## src/hdl/rsm_pkg.sv

```systemverilog
`timescale 1ns / 1ps
// Shared types and constants for the RFFE-style serial bus master.
// No dependencies; used by the front end, request queue, engine and top level.
package rsm_pkg;

  // Raw command codes on the request channel
  localparam logic [2:0] CMD_NONE  = 3'd0;
  localparam logic [2:0] CMD_START = 3'd1;
  localparam logic [2:0] CMD_WRITE = 3'd2;
  localparam logic [2:0] CMD_READ  = 3'd3;
  localparam logic [2:0] CMD_STOP  = 3'd4;

  // Register indexes on the APB port (byte address bit 2)
  localparam logic REG_HALF_PERIOD = 1'b0;
  localparam logic REG_STOP_HOLD   = 1'b1;

  localparam logic [15:0] HALF_PERIOD_RST = 16'd4;
  localparam logic [15:0] STOP_HOLD_RST   = 16'd16;

  // Frame lengths in bits, parity included
  localparam logic [3:0] START_BITS = 4'd13;
  localparam logic [3:0] BYTE_BITS  = 4'd9;

  // Request queue between front end and engine
  localparam int QDEPTH = 2;
  localparam int QPTR_W = 1;
  localparam int QCNT_W = 2;

  typedef enum logic [2:0] {
    KIND_NONE,
    KIND_START,
    KIND_WRITE,
    KIND_READ,
    KIND_STOP
  } req_kind_e;

  typedef struct packed {
    req_kind_e   kind;
    logic [11:0] command_word;
    logic [7:0]  write_data;
    logic        first_of_burst;
    logic        sdata_in;
  } req_t;

  typedef struct packed {
    logic        sclk_level;
    logic        sdata_level;
    logic        sdata_drive;
    logic        busy_res;
    logic        accepted;
    logic [7:0]  read_result;
    logic        read_valid;
    logic        parity_error;
  } res_t;

  typedef struct packed {
    logic [15:0] half_period_ticks;
    logic [15:0] stop_hold_ticks;
  } cfg_t;

  typedef struct packed {
    logic drv;
    logic dat;
    logic clk;
  } pins_t;

endpackage

```

## src/hdl/rsm_if.sv

```systemverilog
`timescale 1ns / 1ps
// Valid/ready channel interfaces for requests and per-tick results.
// No dependencies.
interface rsm_req_if;
  logic        valid;
  logic        ready;
  logic [2:0]  command;
  logic [11:0] command_word;
  logic [7:0]  write_data;
  logic        first_of_burst;
  logic        sdata_in;

  modport source (
    output valid, command, command_word, write_data, first_of_burst, sdata_in,
    input  ready
  );
  modport sink (
    input  valid, command, command_word, write_data, first_of_burst, sdata_in,
    output ready
  );
endinterface

interface rsm_res_if;
  logic       valid;
  logic       ready;
  logic       sclk_level;
  logic       sdata_level;
  logic       sdata_drive;
  logic       busy_res;
  logic       accepted;
  logic [7:0] read_result;
  logic       read_valid;
  logic       parity_error;

  modport source (
    output valid, sclk_level, sdata_level, sdata_drive, busy_res, accepted,
           read_result, read_valid, parity_error,
    input  ready
  );
  modport sink (
    input  valid, sclk_level, sdata_level, sdata_drive, busy_res, accepted,
           read_result, read_valid, parity_error,
    output ready
  );
endinterface

```

## src/hdl/rsm_cfg.sv

```systemverilog
`timescale 1ns / 1ps
// APB register file: half period and stop hold lengths.
// Depends on rsm_pkg.
module rsm_cfg (
  input  logic          clk_i,
  input  logic          rst_ni,
  input  logic          psel,
  input  logic          penable,
  input  logic          pwrite,
  input  logic [2:0]    paddr,
  input  logic [31:0]   pwdata,
  output logic [31:0]   prdata,
  output logic          pready,
  output rsm_pkg::cfg_t cfg_o
);

  logic [15:0] half_q, hold_q;
  logic        wr_en;

  assign pready = 1'b1;
  assign wr_en  = psel && penable && pwrite;

  // Decode on bit 2 only: word-aligned registers
  always_ff @(posedge clk_i or negedge rst_ni) begin
    if (!rst_ni) begin
      half_q <= rsm_pkg::HALF_PERIOD_RST;
      hold_q <= rsm_pkg::STOP_HOLD_RST;
    end else if (wr_en) begin
      if (paddr[2] == rsm_pkg::REG_HALF_PERIOD) begin
        half_q <= pwdata[15:0];
      end else begin
        hold_q <= pwdata[15:0];
      end
    end
  end

  always_comb begin
    if (paddr[2] == rsm_pkg::REG_HALF_PERIOD) begin
      prdata = {16'h0000, half_q};
    end else begin
      prdata = {16'h0000, hold_q};
    end
  end

  assign cfg_o.half_period_ticks = half_q;
  assign cfg_o.stop_hold_ticks   = hold_q;

endmodule

```

## src/hdl/rsm_front.sv

```systemverilog
`timescale 1ns / 1ps
// Front end: takes requests off the input channel and classifies the command.
// Depends on rsm_pkg and rsm_req_if.
module rsm_front (
  rsm_req_if.sink       req_i,
  input  logic          q_full_i,
  output logic          push_o,
  output rsm_pkg::req_t item_o
);

  assign req_i.ready = !q_full_i;
  assign push_o      = req_i.valid && !q_full_i;

  always_comb begin
    item_o.command_word   = req_i.command_word;
    item_o.write_data     = req_i.write_data;
    item_o.first_of_burst = req_i.first_of_burst;
    item_o.sdata_in       = req_i.sdata_in;
    // Undefined codes become no-ops
    case (req_i.command)
      rsm_pkg::CMD_START: item_o.kind = rsm_pkg::KIND_START;
      rsm_pkg::CMD_WRITE: item_o.kind = rsm_pkg::KIND_WRITE;
      rsm_pkg::CMD_READ:  item_o.kind = rsm_pkg::KIND_READ;
      rsm_pkg::CMD_STOP:  item_o.kind = rsm_pkg::KIND_STOP;
      default:            item_o.kind = rsm_pkg::KIND_NONE;
    endcase
  end

endmodule

```

## src/hdl/rsm_queue.sv

```systemverilog
`timescale 1ns / 1ps
// Two-entry request queue between front end and engine.
// Depends on rsm_pkg.
module rsm_queue (
  input  logic          clk_i,
  input  logic          rst_ni,
  input  logic          push_i,
  input  rsm_pkg::req_t item_i,
  output logic          full_o,
  input  logic          pop_i,
  output logic          avail_o,
  output rsm_pkg::req_t item_o
);

  rsm_pkg::req_t                  mem_q [rsm_pkg::QDEPTH];
  logic [rsm_pkg::QPTR_W-1:0]     wr_q, rd_q;
  logic [rsm_pkg::QCNT_W-1:0]     cnt_q, cnt_d;

  assign full_o  = (cnt_q == rsm_pkg::QCNT_W'(rsm_pkg::QDEPTH));
  assign avail_o = (cnt_q != '0);
  assign item_o  = mem_q[rd_q];

  always_comb begin
    cnt_d = cnt_q;
    if (push_i && !pop_i) begin
      cnt_d = cnt_q + 1'b1;
    end else if (pop_i && !push_i) begin
      cnt_d = cnt_q - 1'b1;
    end
  end

  always_ff @(posedge clk_i or negedge rst_ni) begin
    if (!rst_ni) begin
      wr_q  <= '0;
      rd_q  <= '0;
      cnt_q <= '0;
    end else begin
      cnt_q <= cnt_d;
      if (push_i) begin
        wr_q <= wr_q + 1'b1;
      end
      if (pop_i) begin
        rd_q <= rd_q + 1'b1;
      end
    end
  end

  always_ff @(posedge clk_i) begin
    if (push_i) begin
      mem_q[wr_q] <= item_i;
    end
  end

endmodule

```

## src/hdl/rsm_engine.sv

```systemverilog
`timescale 1ns / 1ps
// Back end: bus sequencer stepped once per queued request tick, with an output
// register toward the result channel. Depends on rsm_pkg and rsm_res_if.
module rsm_engine #(
  parameter int DIVIDER_WIDTH = 16
) (
  input  logic          clk_i,
  input  logic          rst_ni,
  input  rsm_pkg::cfg_t cfg_i,
  input  logic          avail_i,
  input  rsm_pkg::req_t item_i,
  output logic          pop_o,
  rsm_res_if.source     res_o
);

  localparam int LW = (DIVIDER_WIDTH > 16) ? DIVIDER_WIDTH : 16;

  typedef enum logic [3:0] {
    PH_IDLE, PH_ST_LOW0, PH_ST_HIGH, PH_ST_LOW1, PH_TX_HI, PH_TX_LO,
    PH_PK_A, PH_PK_B, PH_PK_C, PH_RX_HI, PH_RX_LO, PH_HOLD
  } phase_e;

  phase_e                   phase_q, phase_d;
  logic [DIVIDER_WIDTH-1:0] tick_q, tick_d;
  logic [3:0]               bit_q, bit_d;
  logic [11:0]              shift_q, shift_d;
  logic                     pacc_q, pacc_d;
  logic                     pflag_q, pflag_d;
  logic [7:0]               rbyte_q, rbyte_d;
  rsm_pkg::pins_t           pins_q, pins_d;
  logic                     res_valid_q;
  rsm_pkg::res_t            res_q, res_d;

  logic [DIVIDER_WIDTH-1:0] half_len, hold_len, seg_len;
  logic [DIVIDER_WIDTH:0]   tick_inc;
  logic                     busy, acc, rv, dat;
  logic [3:0]               bit_dec;

  function automatic logic [DIVIDER_WIDTH-1:0] clamp_len(input logic [15:0] v);
    logic [LW-1:0] ve;
    logic [LW-1:0] lim;
    ve  = LW'(v);
    lim = LW'({DIVIDER_WIDTH{1'b1}});
    if (ve == '0) ve = LW'(1);
    if (ve > lim) ve = lim;
    return DIVIDER_WIDTH'(ve);
  endfunction

  assign half_len = clamp_len(cfg_i.half_period_ticks);
  assign hold_len = clamp_len(cfg_i.stop_hold_ticks);

  assign pop_o = avail_i && (!res_valid_q || res_o.ready);

  always_comb begin
    phase_d = phase_q;
    tick_d  = tick_q;
    bit_d   = bit_q;
    shift_d = shift_q;
    pacc_d  = pacc_q;
    pflag_d = pflag_q;
    rbyte_d = rbyte_q;
    acc     = 1'b0;
    rv      = 1'b0;
    dat     = 1'b0;

    // Take the request only while idle
    if (phase_q == PH_IDLE && item_i.kind != rsm_pkg::KIND_NONE) begin
      acc    = 1'b1;
      tick_d = '0;
      case (item_i.kind)
        rsm_pkg::KIND_START: begin
          pflag_d = 1'b0;
          shift_d = item_i.command_word;
          bit_d   = rsm_pkg::START_BITS;
          pacc_d  = 1'b0;
          phase_d = PH_ST_LOW0;
        end
        rsm_pkg::KIND_WRITE: begin
          shift_d = {item_i.write_data, 4'h0};
          bit_d   = rsm_pkg::BYTE_BITS;
          pacc_d  = 1'b0;
          phase_d = PH_TX_HI;
        end
        rsm_pkg::KIND_READ: begin
          shift_d = '0;
          bit_d   = rsm_pkg::BYTE_BITS;
          pacc_d  = 1'b1;
          phase_d = item_i.first_of_burst ? PH_PK_A : PH_RX_HI;
        end
        default: begin
          bit_d   = '0;
          phase_d = PH_PK_A;
        end
      endcase
    end

    busy   = (phase_d != PH_IDLE);
    pins_d = pins_q;
    case (phase_d)
      PH_ST_LOW0, PH_ST_LOW1: pins_d = '{drv: 1'b1, dat: 1'b0, clk: 1'b0};
      PH_ST_HIGH:             pins_d = '{drv: 1'b1, dat: 1'b1, clk: 1'b0};
      PH_TX_HI: begin
        dat    = (bit_d > 4'd1) ? shift_d[11] : !pacc_d;
        pins_d = '{drv: 1'b1, dat: dat, clk: 1'b1};
      end
      PH_TX_LO:               pins_d = '{drv: 1'b1, dat: pins_q.dat, clk: 1'b0};
      PH_PK_A:                pins_d.clk = 1'b1;
      PH_PK_B:                pins_d = '{drv: 1'b1, dat: 1'b0, clk: 1'b1};
      PH_RX_HI:               pins_d = '{drv: 1'b0, dat: 1'b0, clk: 1'b1};
      PH_PK_C, PH_RX_LO, PH_HOLD: pins_d = '{drv: 1'b0, dat: 1'b0, clk: 1'b0};
      default: ;
    endcase

    seg_len  = (phase_d == PH_HOLD) ? hold_len : half_len;
    tick_inc = {1'b0, tick_d} + (DIVIDER_WIDTH + 1)'(1);
    bit_dec  = (bit_d != '0) ? bit_d - 4'd1 : bit_d;

    if (busy) begin
      if (tick_inc < {1'b0, seg_len}) begin
        tick_d = tick_inc[DIVIDER_WIDTH-1:0];
      end else begin
        // Segment done: advance
        tick_d = '0;
        case (phase_d)
          PH_ST_LOW0: phase_d = PH_ST_HIGH;
          PH_ST_HIGH: phase_d = PH_ST_LOW1;
          PH_ST_LOW1: phase_d = PH_TX_HI;
          PH_TX_HI: begin
            if (bit_d > 4'd1) pacc_d = pacc_d ^ dat;
            phase_d = PH_TX_LO;
          end
          PH_TX_LO: begin
            shift_d = {shift_d[10:0], 1'b0};
            bit_d   = bit_dec;
            phase_d = (bit_dec != '0) ? PH_TX_HI : PH_IDLE;
          end
          PH_PK_A: phase_d = PH_PK_B;
          PH_PK_B: phase_d = PH_PK_C;
          PH_PK_C: begin
            if (bit_d != '0) begin
              phase_d = PH_RX_HI;
            end else begin
              phase_d = (cfg_i.stop_hold_ticks != '0) ? PH_HOLD : PH_IDLE;
            end
          end
          PH_RX_HI: begin
            if (bit_d > 4'd1) begin
              shift_d = {shift_d[10:0], item_i.sdata_in};
              pacc_d  = pacc_d ^ item_i.sdata_in;
            end else if (item_i.sdata_in != pacc_d) begin
              pflag_d = 1'b1;
            end
            phase_d = PH_RX_LO;
          end
          PH_RX_LO: begin
            bit_d = bit_dec;
            if (bit_dec == '0) begin
              rbyte_d = shift_d[7:0];
              rv      = 1'b1;
              phase_d = PH_IDLE;
            end else begin
              phase_d = PH_RX_HI;
            end
          end
          default: phase_d = PH_IDLE;
        endcase
      end
    end

    res_d.sclk_level   = pins_d.clk;
    res_d.sdata_level  = pins_d.drv && pins_d.dat;
    res_d.sdata_drive  = pins_d.drv;
    res_d.busy_res     = busy;
    res_d.accepted     = acc;
    res_d.read_result  = rbyte_d;
    res_d.read_valid   = rv;
    res_d.parity_error = pflag_d;
  end

  always_ff @(posedge clk_i or negedge rst_ni) begin
    if (!rst_ni) begin
      phase_q     <= PH_IDLE;
      tick_q      <= '0;
      bit_q       <= '0;
      shift_q     <= '0;
      pacc_q      <= 1'b0;
      pflag_q     <= 1'b0;
      rbyte_q     <= '0;
      pins_q      <= '{drv: 1'b1, dat: 1'b0, clk: 1'b0};
      res_valid_q <= 1'b0;
      res_q       <= '0;
    end else if (pop_o) begin
      phase_q     <= phase_d;
      tick_q      <= tick_d;
      bit_q       <= bit_d;
      shift_q     <= shift_d;
      pacc_q      <= pacc_d;
      pflag_q     <= pflag_d;
      rbyte_q     <= rbyte_d;
      pins_q      <= pins_d;
      res_valid_q <= 1'b1;
      res_q       <= res_d;
    end else if (res_o.ready) begin
      res_valid_q <= 1'b0;
    end
  end

  assign res_o.valid        = res_valid_q;
  assign res_o.sclk_level   = res_q.sclk_level;
  assign res_o.sdata_level  = res_q.sdata_level;
  assign res_o.sdata_drive  = res_q.sdata_drive;
  assign res_o.busy_res     = res_q.busy_res;
  assign res_o.accepted     = res_q.accepted;
  assign res_o.read_result  = res_q.read_result;
  assign res_o.read_valid   = res_q.read_valid;
  assign res_o.parity_error = res_q.parity_error;

endmodule

```

## src/hdl/rffe_serial_master_top.sv

```systemverilog
`timescale 1ns / 1ps
// Top level of the serial bus master: APB registers, front end, queue, engine.
// Depends on rsm_pkg, rsm_if, rsm_cfg, rsm_front, rsm_queue, rsm_engine.
//
// Usage:
//   req_i carries one bus tick per request: a command (start, write, read,
//   stop, or none) plus the sampled data pin level. res_o returns exactly one
//   result per request, in order: pin levels, busy, accepted, read byte,
//   read strobe and the sticky parity error.
//   A request passes through the queue entry and the engine's output register
//   before its result shows on res_o. Throughput: one request per cycle while
//   res_o.ready is high; the engine steps once per request.
//   A two-entry queue separates request intake from the engine; the output
//   register holds a result while res_o.ready is low, the queue keeps taking
//   requests until it fills, then req_i.ready drops.
//   Reset (rst_ni low, asynchronous) idles the sequencer, drives clock low
//   and data low, clears the queue and loads half period 4, stop hold 16.
//   Registers: 0x0 half_period_ticks, 0x4 stop_hold_ticks (16 bits each);
//   write only while no request is outstanding.
module rffe_serial_master_top #(
  parameter int DIVIDER_WIDTH = 16
) (
  input  logic        clk_i,
  input  logic        rst_ni,
  rsm_req_if.sink     req_i,
  rsm_res_if.source   res_o,
  input  logic        psel,
  input  logic        penable,
  input  logic        pwrite,
  input  logic [2:0]  paddr,
  input  logic [31:0] pwdata,
  output logic [31:0] prdata,
  output logic        pready
);

  rsm_pkg::cfg_t cfg;
  rsm_pkg::req_t front_item, queue_item;
  logic          push, full, pop, avail;

  rsm_cfg u_cfg (
    .clk_i   (clk_i),
    .rst_ni  (rst_ni),
    .psel    (psel),
    .penable (penable),
    .pwrite  (pwrite),
    .paddr   (paddr),
    .pwdata  (pwdata),
    .prdata  (prdata),
    .pready  (pready),
    .cfg_o   (cfg)
  );

  rsm_front u_front (
    .req_i    (req_i),
    .q_full_i (full),
    .push_o   (push),
    .item_o   (front_item)
  );

  rsm_queue u_queue (
    .clk_i   (clk_i),
    .rst_ni  (rst_ni),
    .push_i  (push),
    .item_i  (front_item),
    .full_o  (full),
    .pop_i   (pop),
    .avail_o (avail),
    .item_o  (queue_item)
  );

  rsm_engine #(
    .DIVIDER_WIDTH (DIVIDER_WIDTH)
  ) u_engine (
    .clk_i   (clk_i),
    .rst_ni  (rst_ni),
    .cfg_i   (cfg),
    .avail_i (avail),
    .item_i  (queue_item),
    .pop_o   (pop),
    .res_o   (res_o)
  );

endmodule

```

## src/flat_wrapper.sv

```systemverilog
// flat-port wrapper written by rule: the top's interface ports become plain ports
module rffe_serial_master_top_flat 
#(
  parameter int DIVIDER_WIDTH = 16
)
  (clk_i, rst_ni, psel, penable, pwrite, paddr, pwdata, prdata, pready, req_i_valid, req_i_command, req_i_command_word, req_i_write_data, req_i_first_of_burst, req_i_sdata_in, req_i_ready, res_o_valid, res_o_sclk_level, res_o_sdata_level, res_o_sdata_drive, res_o_busy_res, res_o_accepted, res_o_read_result, res_o_read_valid, res_o_parity_error, res_o_ready);
  rsm_req_if req_i_i ();
  rsm_res_if res_o_i ();
  input  logic clk_i;
  input  logic rst_ni;
  input  logic psel;
  input  logic penable;
  input  logic pwrite;
  input  logic [2:0] paddr;
  input  logic [31:0] pwdata;
  output logic [31:0] prdata;
  output logic pready;
  input wire logic [$bits(req_i_i.valid)-1:0] req_i_valid;
  input wire logic [$bits(req_i_i.command)-1:0] req_i_command;
  input wire logic [$bits(req_i_i.command_word)-1:0] req_i_command_word;
  input wire logic [$bits(req_i_i.write_data)-1:0] req_i_write_data;
  input wire logic [$bits(req_i_i.first_of_burst)-1:0] req_i_first_of_burst;
  input wire logic [$bits(req_i_i.sdata_in)-1:0] req_i_sdata_in;
  output wire logic [$bits(req_i_i.ready)-1:0] req_i_ready;
  output wire logic [$bits(res_o_i.valid)-1:0] res_o_valid;
  output wire logic [$bits(res_o_i.sclk_level)-1:0] res_o_sclk_level;
  output wire logic [$bits(res_o_i.sdata_level)-1:0] res_o_sdata_level;
  output wire logic [$bits(res_o_i.sdata_drive)-1:0] res_o_sdata_drive;
  output wire logic [$bits(res_o_i.busy_res)-1:0] res_o_busy_res;
  output wire logic [$bits(res_o_i.accepted)-1:0] res_o_accepted;
  output wire logic [$bits(res_o_i.read_result)-1:0] res_o_read_result;
  output wire logic [$bits(res_o_i.read_valid)-1:0] res_o_read_valid;
  output wire logic [$bits(res_o_i.parity_error)-1:0] res_o_parity_error;
  input wire logic [$bits(res_o_i.ready)-1:0] res_o_ready;
  assign req_i_i.valid = req_i_valid;
  assign req_i_i.command = req_i_command;
  assign req_i_i.command_word = req_i_command_word;
  assign req_i_i.write_data = req_i_write_data;
  assign req_i_i.first_of_burst = req_i_first_of_burst;
  assign req_i_i.sdata_in = req_i_sdata_in;
  assign req_i_ready = req_i_i.ready;
  assign res_o_valid = res_o_i.valid;
  assign res_o_sclk_level = res_o_i.sclk_level;
  assign res_o_sdata_level = res_o_i.sdata_level;
  assign res_o_sdata_drive = res_o_i.sdata_drive;
  assign res_o_busy_res = res_o_i.busy_res;
  assign res_o_accepted = res_o_i.accepted;
  assign res_o_read_result = res_o_i.read_result;
  assign res_o_read_valid = res_o_i.read_valid;
  assign res_o_parity_error = res_o_i.parity_error;
  assign res_o_i.ready = res_o_ready;
  rffe_serial_master_top #(.DIVIDER_WIDTH(DIVIDER_WIDTH)) u_core (.clk_i(clk_i), .rst_ni(rst_ni), .req_i(req_i_i), .res_o(res_o_i), .psel(psel), .penable(penable), .pwrite(pwrite), .paddr(paddr), .pwdata(pwdata), .prdata(prdata), .pready(pready));
endmodule
```

## config.mk

```make
export PLATFORM = sky130hd
export DESIGN_NAME = rffe_serial_master_top_flat
export DESIGN_NICKNAME = d
export VERILOG_FILES = /design/src/hdl/rsm_pkg.sv /design/src/hdl/rsm_if.sv /design/src/hdl/rsm_cfg.sv /design/src/hdl/rsm_front.sv /design/src/hdl/rsm_queue.sv /design/src/hdl/rsm_engine.sv /design/src/hdl/rffe_serial_master_top.sv /design/src/flat_wrapper.sv
export SDC_FILE = /design/constraint.sdc
export NUM_CORES = 1
export LEC_CHECK = 0
export BUFFER_PORTS_ARGS = -buffer_cell sky130_fd_sc_hd__buf_2
export CAP_MARGIN = 20
export CORE_MARGIN = 3
export CORE_UTILIZATION = 35
export DETAILED_ROUTE_END_ITERATION = 10
export SLEW_MARGIN = 15
export SYNTH_ARGS = -nofsm -noshare
export SYNTH_HDL_FRONTEND = slang
export SYNTH_SLANG_ARGS = --single-unit
```

## constraint.sdc

```tcl
create_clock -name clk_i -period 5.4 [get_ports clk_i]
set_clock_uncertainty 0.15 [all_clocks]
set_input_delay 0.54 -clock clk_i [delete_from_list [all_inputs] [get_ports clk_i]]
set_output_delay 0.54 -clock clk_i [all_outputs]
set_load 0.1 [all_outputs]
```

# Yosys cells after proc, flatten, opt, wreduce, memory -nomap -nowiden
# Memories as Yosys holds them, arrays and structs flattened.
# Cells that the tools add are included.
[op_classes]
n_shift = 0
n_eq_ne = 20
magnitude_cmp = 4
reduce_logical = 38
bitwise = 4
multipliers = 0
n_div = 0
mux = 65
add_sub_neg = 6
[ops]
columns = ["operator", "count"]
rows = [
  ["2-to-1 mux 16 bit", 9],
  ["2-to-1 mux 12 bit", 4],
  ["2-to-1 mux 4 bit", 12],
  ["case mux 4 bit (10 select lines)", 1],
  ["case mux 12 bit (3 select lines)", 1],
  ["greater-than comparator 16 bit, second input constant", 2],
  ["logical NOT 16 bit", 2],
  ["2-to-1 mux 8 bit", 4],
  ["case mux 12 bit (2 select lines)", 1],
  ["2-to-1 mux 1 bit", 23],
  ["adder 16 x 1 -> 17 bit, second input constant", 1],
  ["< comparator 17 x 16 -> 1 bit", 1],
  ["equality test 4 x 3 -> 1 bit, second input constant", 4],
  ["equality test 4 bit, second input constant", 4],
  ["nonzero test 16 bit", 1],
  ["equality test 3 x 2 -> 1 bit, second input constant", 4],
  ["case mux 3 bit (4 select lines)", 1],
  ["case mux 4 bit (3 select lines)", 1],
  ["nonzero test 4 bit", 3],
  ["case mux 2 bit (5 select lines)", 1],
  ["equality test 4 x 2 -> 1 bit, second input constant", 2],
  ["logical AND 1 bit", 8],
  ["logical NOT 4 bit", 2],
  ["case mux 4 bit (2 select lines)", 1],
  ["other kinds (25)", 44],
]
[word_totals]
mem_bits_rw = 50
mem_bits_ro = 0
ff_bits = 91
inputBits = 67
output_inout_bits = 50
mem_count = 1
latch_bits = 0
elab_cells = 159
[mem_list]
columns = ["name", "depth", "width", "rd", "rd_ports_with_merged_regs", "wr", "line_no", "source"]
rows = [
  ["u_core.u_queue.mem_q", 2, 25, 1, 0, 1, "rsm_queue.sv:15", "rsm_pkg::req_t mem_q [rsm_pkg::QDEPTH];"],
]

# Longest topological paths before layout
# An unclocked memory read counts as a cell.
[depth]
ltp_word = 13
depth_mapped = 24
depth_no_buf = 21

# Modules after synthesis
# Synthesis repeated with hierarchy kept, for this count alone.
[unflattened]
cells_unflattened = 724
hier_area_um2 = 8139.1
[modules_own_cells]
columns = ["module", "instances", "cells_per_inst", "seq_area_each_um2", "area_per_inst_um2"]
rows = [
  ["rsm_engine", 1, 498, 1377.6, 4239.1],
  ["rsm_queue", 1, 94, 1601.5, 2094.5],
  ["rsm_cfg", 1, 105, 803.3, 1600.3],
  ["rsm_front", 1, 27, 0.0, 205.2],
]

# Worst setup path before layout
# Ideal clock, no wire load.
[synth_path]
kind = "register -> register"
from = "memory u_core.u_queue.mem_q[1][22] in the netlist's numbering"
to = "register u_core.u_engine.res_q (netlist bit u_core.u_engine.res_o.read_result[0])"
arrival_ns = 4.814
n_path_buf = 1
period_less_slack_ns = 5.090
setup_time_ns = 0.126
path_slack_ns = 0.310
required_time_ns = 5.124
path_stages_with_launch = 22
path_cell_list = "edfxtp_1 > or4b_4 > nand3_1 > clkbuf_1 > and2_1 > ha_1 > and3_1 > nand4_1 > nor3b_1 > nand4_1 > nor2_1 > xor2_1 > inv_1 > ha_1 > nand2_1 > nor2_1 > nand4_1 > nor2_1 > a31oi_4 > nor2_2 > nor4b_4 > mux2_4"
[synth_via]
elab_chain_len = 9
elab_cells_between_ends = 30
cone_classes = "add/sub: 2; order compare: 1; eq/ne: 5; mux: 13; bitwise: 1; reduce/logical: 7; memory: 1"
[synth_rtl]
columns = ["item", "line_no", "source"]
rows = [
  ["from (decl)", "rsm_queue.sv:15", ""],
  ["memory (2 x 25 bit) (*)", "--", ""],
  ["branches (longest 8 deep; another with adder 16 x 1 -> 17 bit)", "--", ""],
  ["to (signal assigned)", "rsm_engine.sv:202", "res_q <= res_d;"],
  ["to (decl)", "rsm_engine.sv:32", "rsm_pkg::res_t res_q, res_d;"],
]
# Mark *: on every way between the ends. The select of a mux whose other input is x is not followed.
# A chain may end at the register's enable or synchronous reset.

# Worst setup path after layout
[layout_path]
from = "memory u_core.u_queue.mem_q[1][22] in the netlist's numbering"
to = "register u_core.u_engine.res_q (netlist bit u_core.u_engine.res_o.read_result[6])"
# The elaborated chain is that of the path after synthesis.

==> results.sh <==
export IMPL_outcome="finished clean"
export IMPL_wire_per_inst_um=16.5
export IMPL_grt_pass1_wl_mm=29.7
export IMPL_comb_power_share_pct=39.8
export IMPL_critical_path_required_ns=5.56
export IMPL_path_max_fanout=9
export IMPL_fp_coreArea_um2=21400
export IMPL_vias=5825
export IMPL_synth_edff_count=50
export IMPL_insertion_delay_ns=0.43
export IMPL_setup_viol=0
export IMPL_cts_buffer_depth=2
export IMPL_power_density_nw_per_um2=496
export IMPL_end_kind="flip-flop"
export IMPL_fp_dieW_um=155
export IMPL_drc=0
export IMPL_hold_viol=0
export IMPL_grt_util_all_layers_pct=15.3
export IMPL_port_buffer_count=81
export IMPL_finalWirelength_mm=18.2
export IMPL_syn2layout_area_growth_pct=18.1
export IMPL_ys_warn_count=0
export IMPL_rows=53
export IMPL_max_cap_violations=0
export IMPL_place_gp_congestion=0.831
export IMPL_muxShareOfSynthArea_pct=13.7
export IMPL_ant_nets=0
export IMPL_synth_fa_ha_area_share_pct=3.21
export IMPL_avgSynthCellArea_um2=10.9
export IMPL_worst_pin_slew_ns=0.993
export IMPL_synthArstFlopShare_pct=64.5
export IMPL_antenna_found_initial=0
export IMPL_synth_compound_area_share_pct=13.2
export IMPL_ys_ff_latch=141
export IMPL_power_frac_clock_pct=25.8
export IMPL_internal_power_mw=2.60
export IMPL_cts_clk_slew_worst_paths_ns=0.07
export IMPL_die_h_um=155
export IMPL_drt_iter0_markers=412
export IMPL_grt_pass1_vias=5647
export IMPL_crit_arrival_ns=5.24
export IMPL_cts_htree_levels=4
export IMPL_syn_inst=713
export IMPL_criticalPathCategory="flip-flop to flip-flop"
export IMPL_avgViaCountPerCell=5.28
export IMPL_relSlewSlack_pct=33.5
export IMPL_layout_cells_non_filler=1103
export IMPL_fin_nets=901
export IMPL_grt_overflow=0
export IMPL_top_layer="met4"
export IMPL_wl_met1_mm=8.63
export IMPL_io_pins=117
export IMPL_clock_sinks=141
export IMPL_power_frac_seq_pct=34.4
export IMPL_power_total_mw=4.56
export IMPL_synth_cell_types=71
export IMPL_die_area_um2=24100
export IMPL_post_route_period_util_pct=94.1
export IMPL_synth_top_family_by_area="simple AND/OR/NAND/NOR gates"
export IMPL_peakVddDrop_uv=350
export IMPL_clockRootBuffer="clkbuf_16"
export IMPL_leakagePower_nw=4.00
export IMPL_start_util_pct=36.3
export IMPL_max_clock_freq_mhz=197
export IMPL_cts_buffers=17
export IMPL_drive_gt1_share_pct=28.5
export IMPL_grt_max_degree=75
export IMPL_synth_xor_area_share_pct=2.14
export IMPL_hold_class="input port to flip-flop"
export IMPL_dp_hpwl_mm=12.6
export IMPL_synthSimpleGateAreaFrac_pct=14.9
export IMPL_cts_tree="built"
export IMPL_slew_violations=0
export IMPL_cp_start_kind="flip-flop"
export IMPL_dr_wl_met3_um=837
export IMPL_synth_ff_type="dfrtp_1"
export IMPL_netlist_area_um2=7780
export IMPL_ys_seq_area_share_pct=48.6
export IMPL_swShare_pct=42.9
export IMPL_fin_crit_ns=5.08
export IMPL_firstDrtPassIters=4
export IMPL_p_sw_mw=1.96
export IMPL_dpl_cell_count=1057
export IMPL_wl_met2_mm=8.48
==> per-stage QoR <==
stage          cell area [um^2]  setup slack [ns]  TNS [ns]  hold slack [ns]  util, %
2_1_floorplan              7840             0.310         0           0.0944        -
6_report                   9190             0.320         0            0.142     42.9
3_3_place_gp               8480            0.0826         0            0.277     39.6
3_5_place_dp               8480            0.0826         0            0.278     39.6
5_1_grt                    9190          -0.00316  -0.00450            0.125     42.9
4_1_cts                    9070            0.0521         0            0.123     42.3
==> routing by layer <==
layer | vias up | track usage (%)
met1 | 2836 | 21.1
met3 | 22 | 3.67
met2 | 129 | 24.0
met5 | - | 0
li1 | 2838 | -
met4 | 0 | 4.46
==> logic make-up after synthesis <==
group / after synthesis
compound gates: 150
xor+xnor: 19
fa+ha+maj: 20
buf+inv: 59
flops: 141
mux: 96
other cells: 2
simple gates: 226
==> final timing paths <==
| path | from | to | slack, ns | depth (start not counted) |
|---|---|---|---|---|
| max | u_core.u_queue.mem_q[1][22] | u_core.u_engine.res_o.read_result[6] | 0.32 | 22 |
| min | req_i_command_word[5] | u_core.u_queue.mem_q[0][15] | 0.14 | 1 |
| max reg2reg | u_core.u_queue.mem_q[1][22] | u_core.u_engine.res_o.read_result[6] | 0.32 | 22 |
| min reg2reg | u_core.u_engine.res_o.busy_res | u_core.u_engine.res_o.busy_res | 0.33 | 2 |
| max in group asynchronous | rst_ni | u_core.u_engine.shift_q[10] | 3.48 | 3 |
| min in group asynchronous | rst_ni | u_core.u_engine.res_o.accepted | 0.36 | 2 |
==> critical path: stages (launching register included) <==
cell	delay (ns)
edfxtp_1	0.43
or4b_4	0.60
nand3_4	0.14
nand2_1	0.08
inv_1	0.09
ha_1	0.20
and3_1	0.22
nand4_1	0.17
nor3b_2	0.25
nand4_1	0.21
nand3_1	0.13
o21ai_0	0.11
ha_1	0.34
a211oi_2	0.21
o21ai_0	0.10
a221oi_1	0.25
buf_4	0.17
o211ai_2	0.12
a31oi_4	0.30
nor2_2	0.05
nor4b_4	0.14
buf_4	0.21
mux2_4	0.31
==> synth_stat cells, types with 5 or more instances <==
cell | instances | share of area, %
nand2_1 | 79 | 3.8
nand3_1 | 16 | 1.0
inv_1 | 8 | 0.39
nor4_1 | 8 | 0.64
o211ai_1 | 11 | 1.1
and3_1 | 5 | 0.40
nand2b_1 | 6 | 0.48
edfxtp_1 | 50 | 19
a31oi_1 | 5 | 0.40
dfrtp_1 | 88 | 28
o21ai_0 | 38 | 2.4
buf_6 | 5 | 0.72
nor2_1 | 51 | 2.5
a311oi_1 | 5 | 0.56
xnor2_1 | 7 | 0.79
or3_1 | 5 | 0.40
a21o_1 | 8 | 0.77
mux2i_1 | 37 | 4.8
buf_4 | 17 | 1.6
mux2_2 | 51 | 7.4
xor2_1 | 12 | 1.4
clkbuf_1 | 21 | 1.0
o21a_1 | 8 | 0.77
buf_2 | 5 | 0.32
a21oi_1 | 27 | 1.7
o31ai_1 | 5 | 0.48
nand4_1 | 13 | 1.0
mux2_4 | 8 | 1.5
nor3_1 | 8 | 0.51
ha_1 | 20 | 3.2
o221ai_1 | 7 | 0.79
==> flip-flops by register name, indices dropped and copies added (netlist names) <==
register	cells
u_core.u_queue.wr_q	1
u_core.u_engine.res_o.parity_error	1
u_core.u_engine.bit_q	4
u_core.u_cfg.hold_q	16
u_core.u_cfg.half_q	16
u_core.u_engine.shift_q	12
u_core.u_engine.res_o.accepted	1
u_core.u_engine.phase_q	4
u_core.u_engine.pacc_q	1
u_core.u_engine.res_o.valid	1
u_core.u_engine.res_o.sdata_level	1
u_core.u_engine.tick_q	16
u_core.u_engine.res_o.busy_res	1
u_core.u_engine.res_o.read_valid	1
u_core.u_engine.res_o.read_result	8
u_core.u_queue.cnt_q	2
u_core.u_queue.rd_q	1
u_core.u_queue.mem_q	50
u_core.u_engine.pins_q	2
u_core.u_engine.res_o.sclk_level	1
u_core.u_engine.res_o.sdata_drive	1
==> area by class of cell <==
type / count / area, um^2
multi-input cells: 528 / 3770
fillers: 2069 / 12200
clock buffers: 17 / 425
flip-flops and latches: 141 / 3780
clock inverters: 15 / 151
diodes: 1 / 2.50
inverters: 8 / 30.0
well taps: 275 / 344
repair buffers: 118 / 688
==> repair_timing <==
action,4_1_cts,5_1_grt
hold buffers,1,0
hold endpoints to repair,17,0
resized for setup,0,6
setup buffers,0,12
endpoints found under the setup margin,0,45
==> power by group through the flow <==
stage	Clock (mW)	Sequential, mW	Combinational, mW
final	1.17	1.57	1.82
after global routing	1.26	1.60	1.99
after CTS	1.20	1.57	1.80
after detailed placement	0	1.59	1.79
after global placement	0	1.58	1.78
after floorplan	0	1.66	1.33
==> cells in the final DEF, fill, tap and decap left out, drive strengths merged, types with 13 or more instances in the layout <==
cell      n
buf     117
dfrtp    88
nand2    79
mux2     59
nor2     53
edfxtp   50
o21ai    44
mux2i    37
a21oi    27
ha       20
conb     17
clkbuf   17
inv      17
nand3    16
nand4    13
Power figures use the tool's default switching activity.
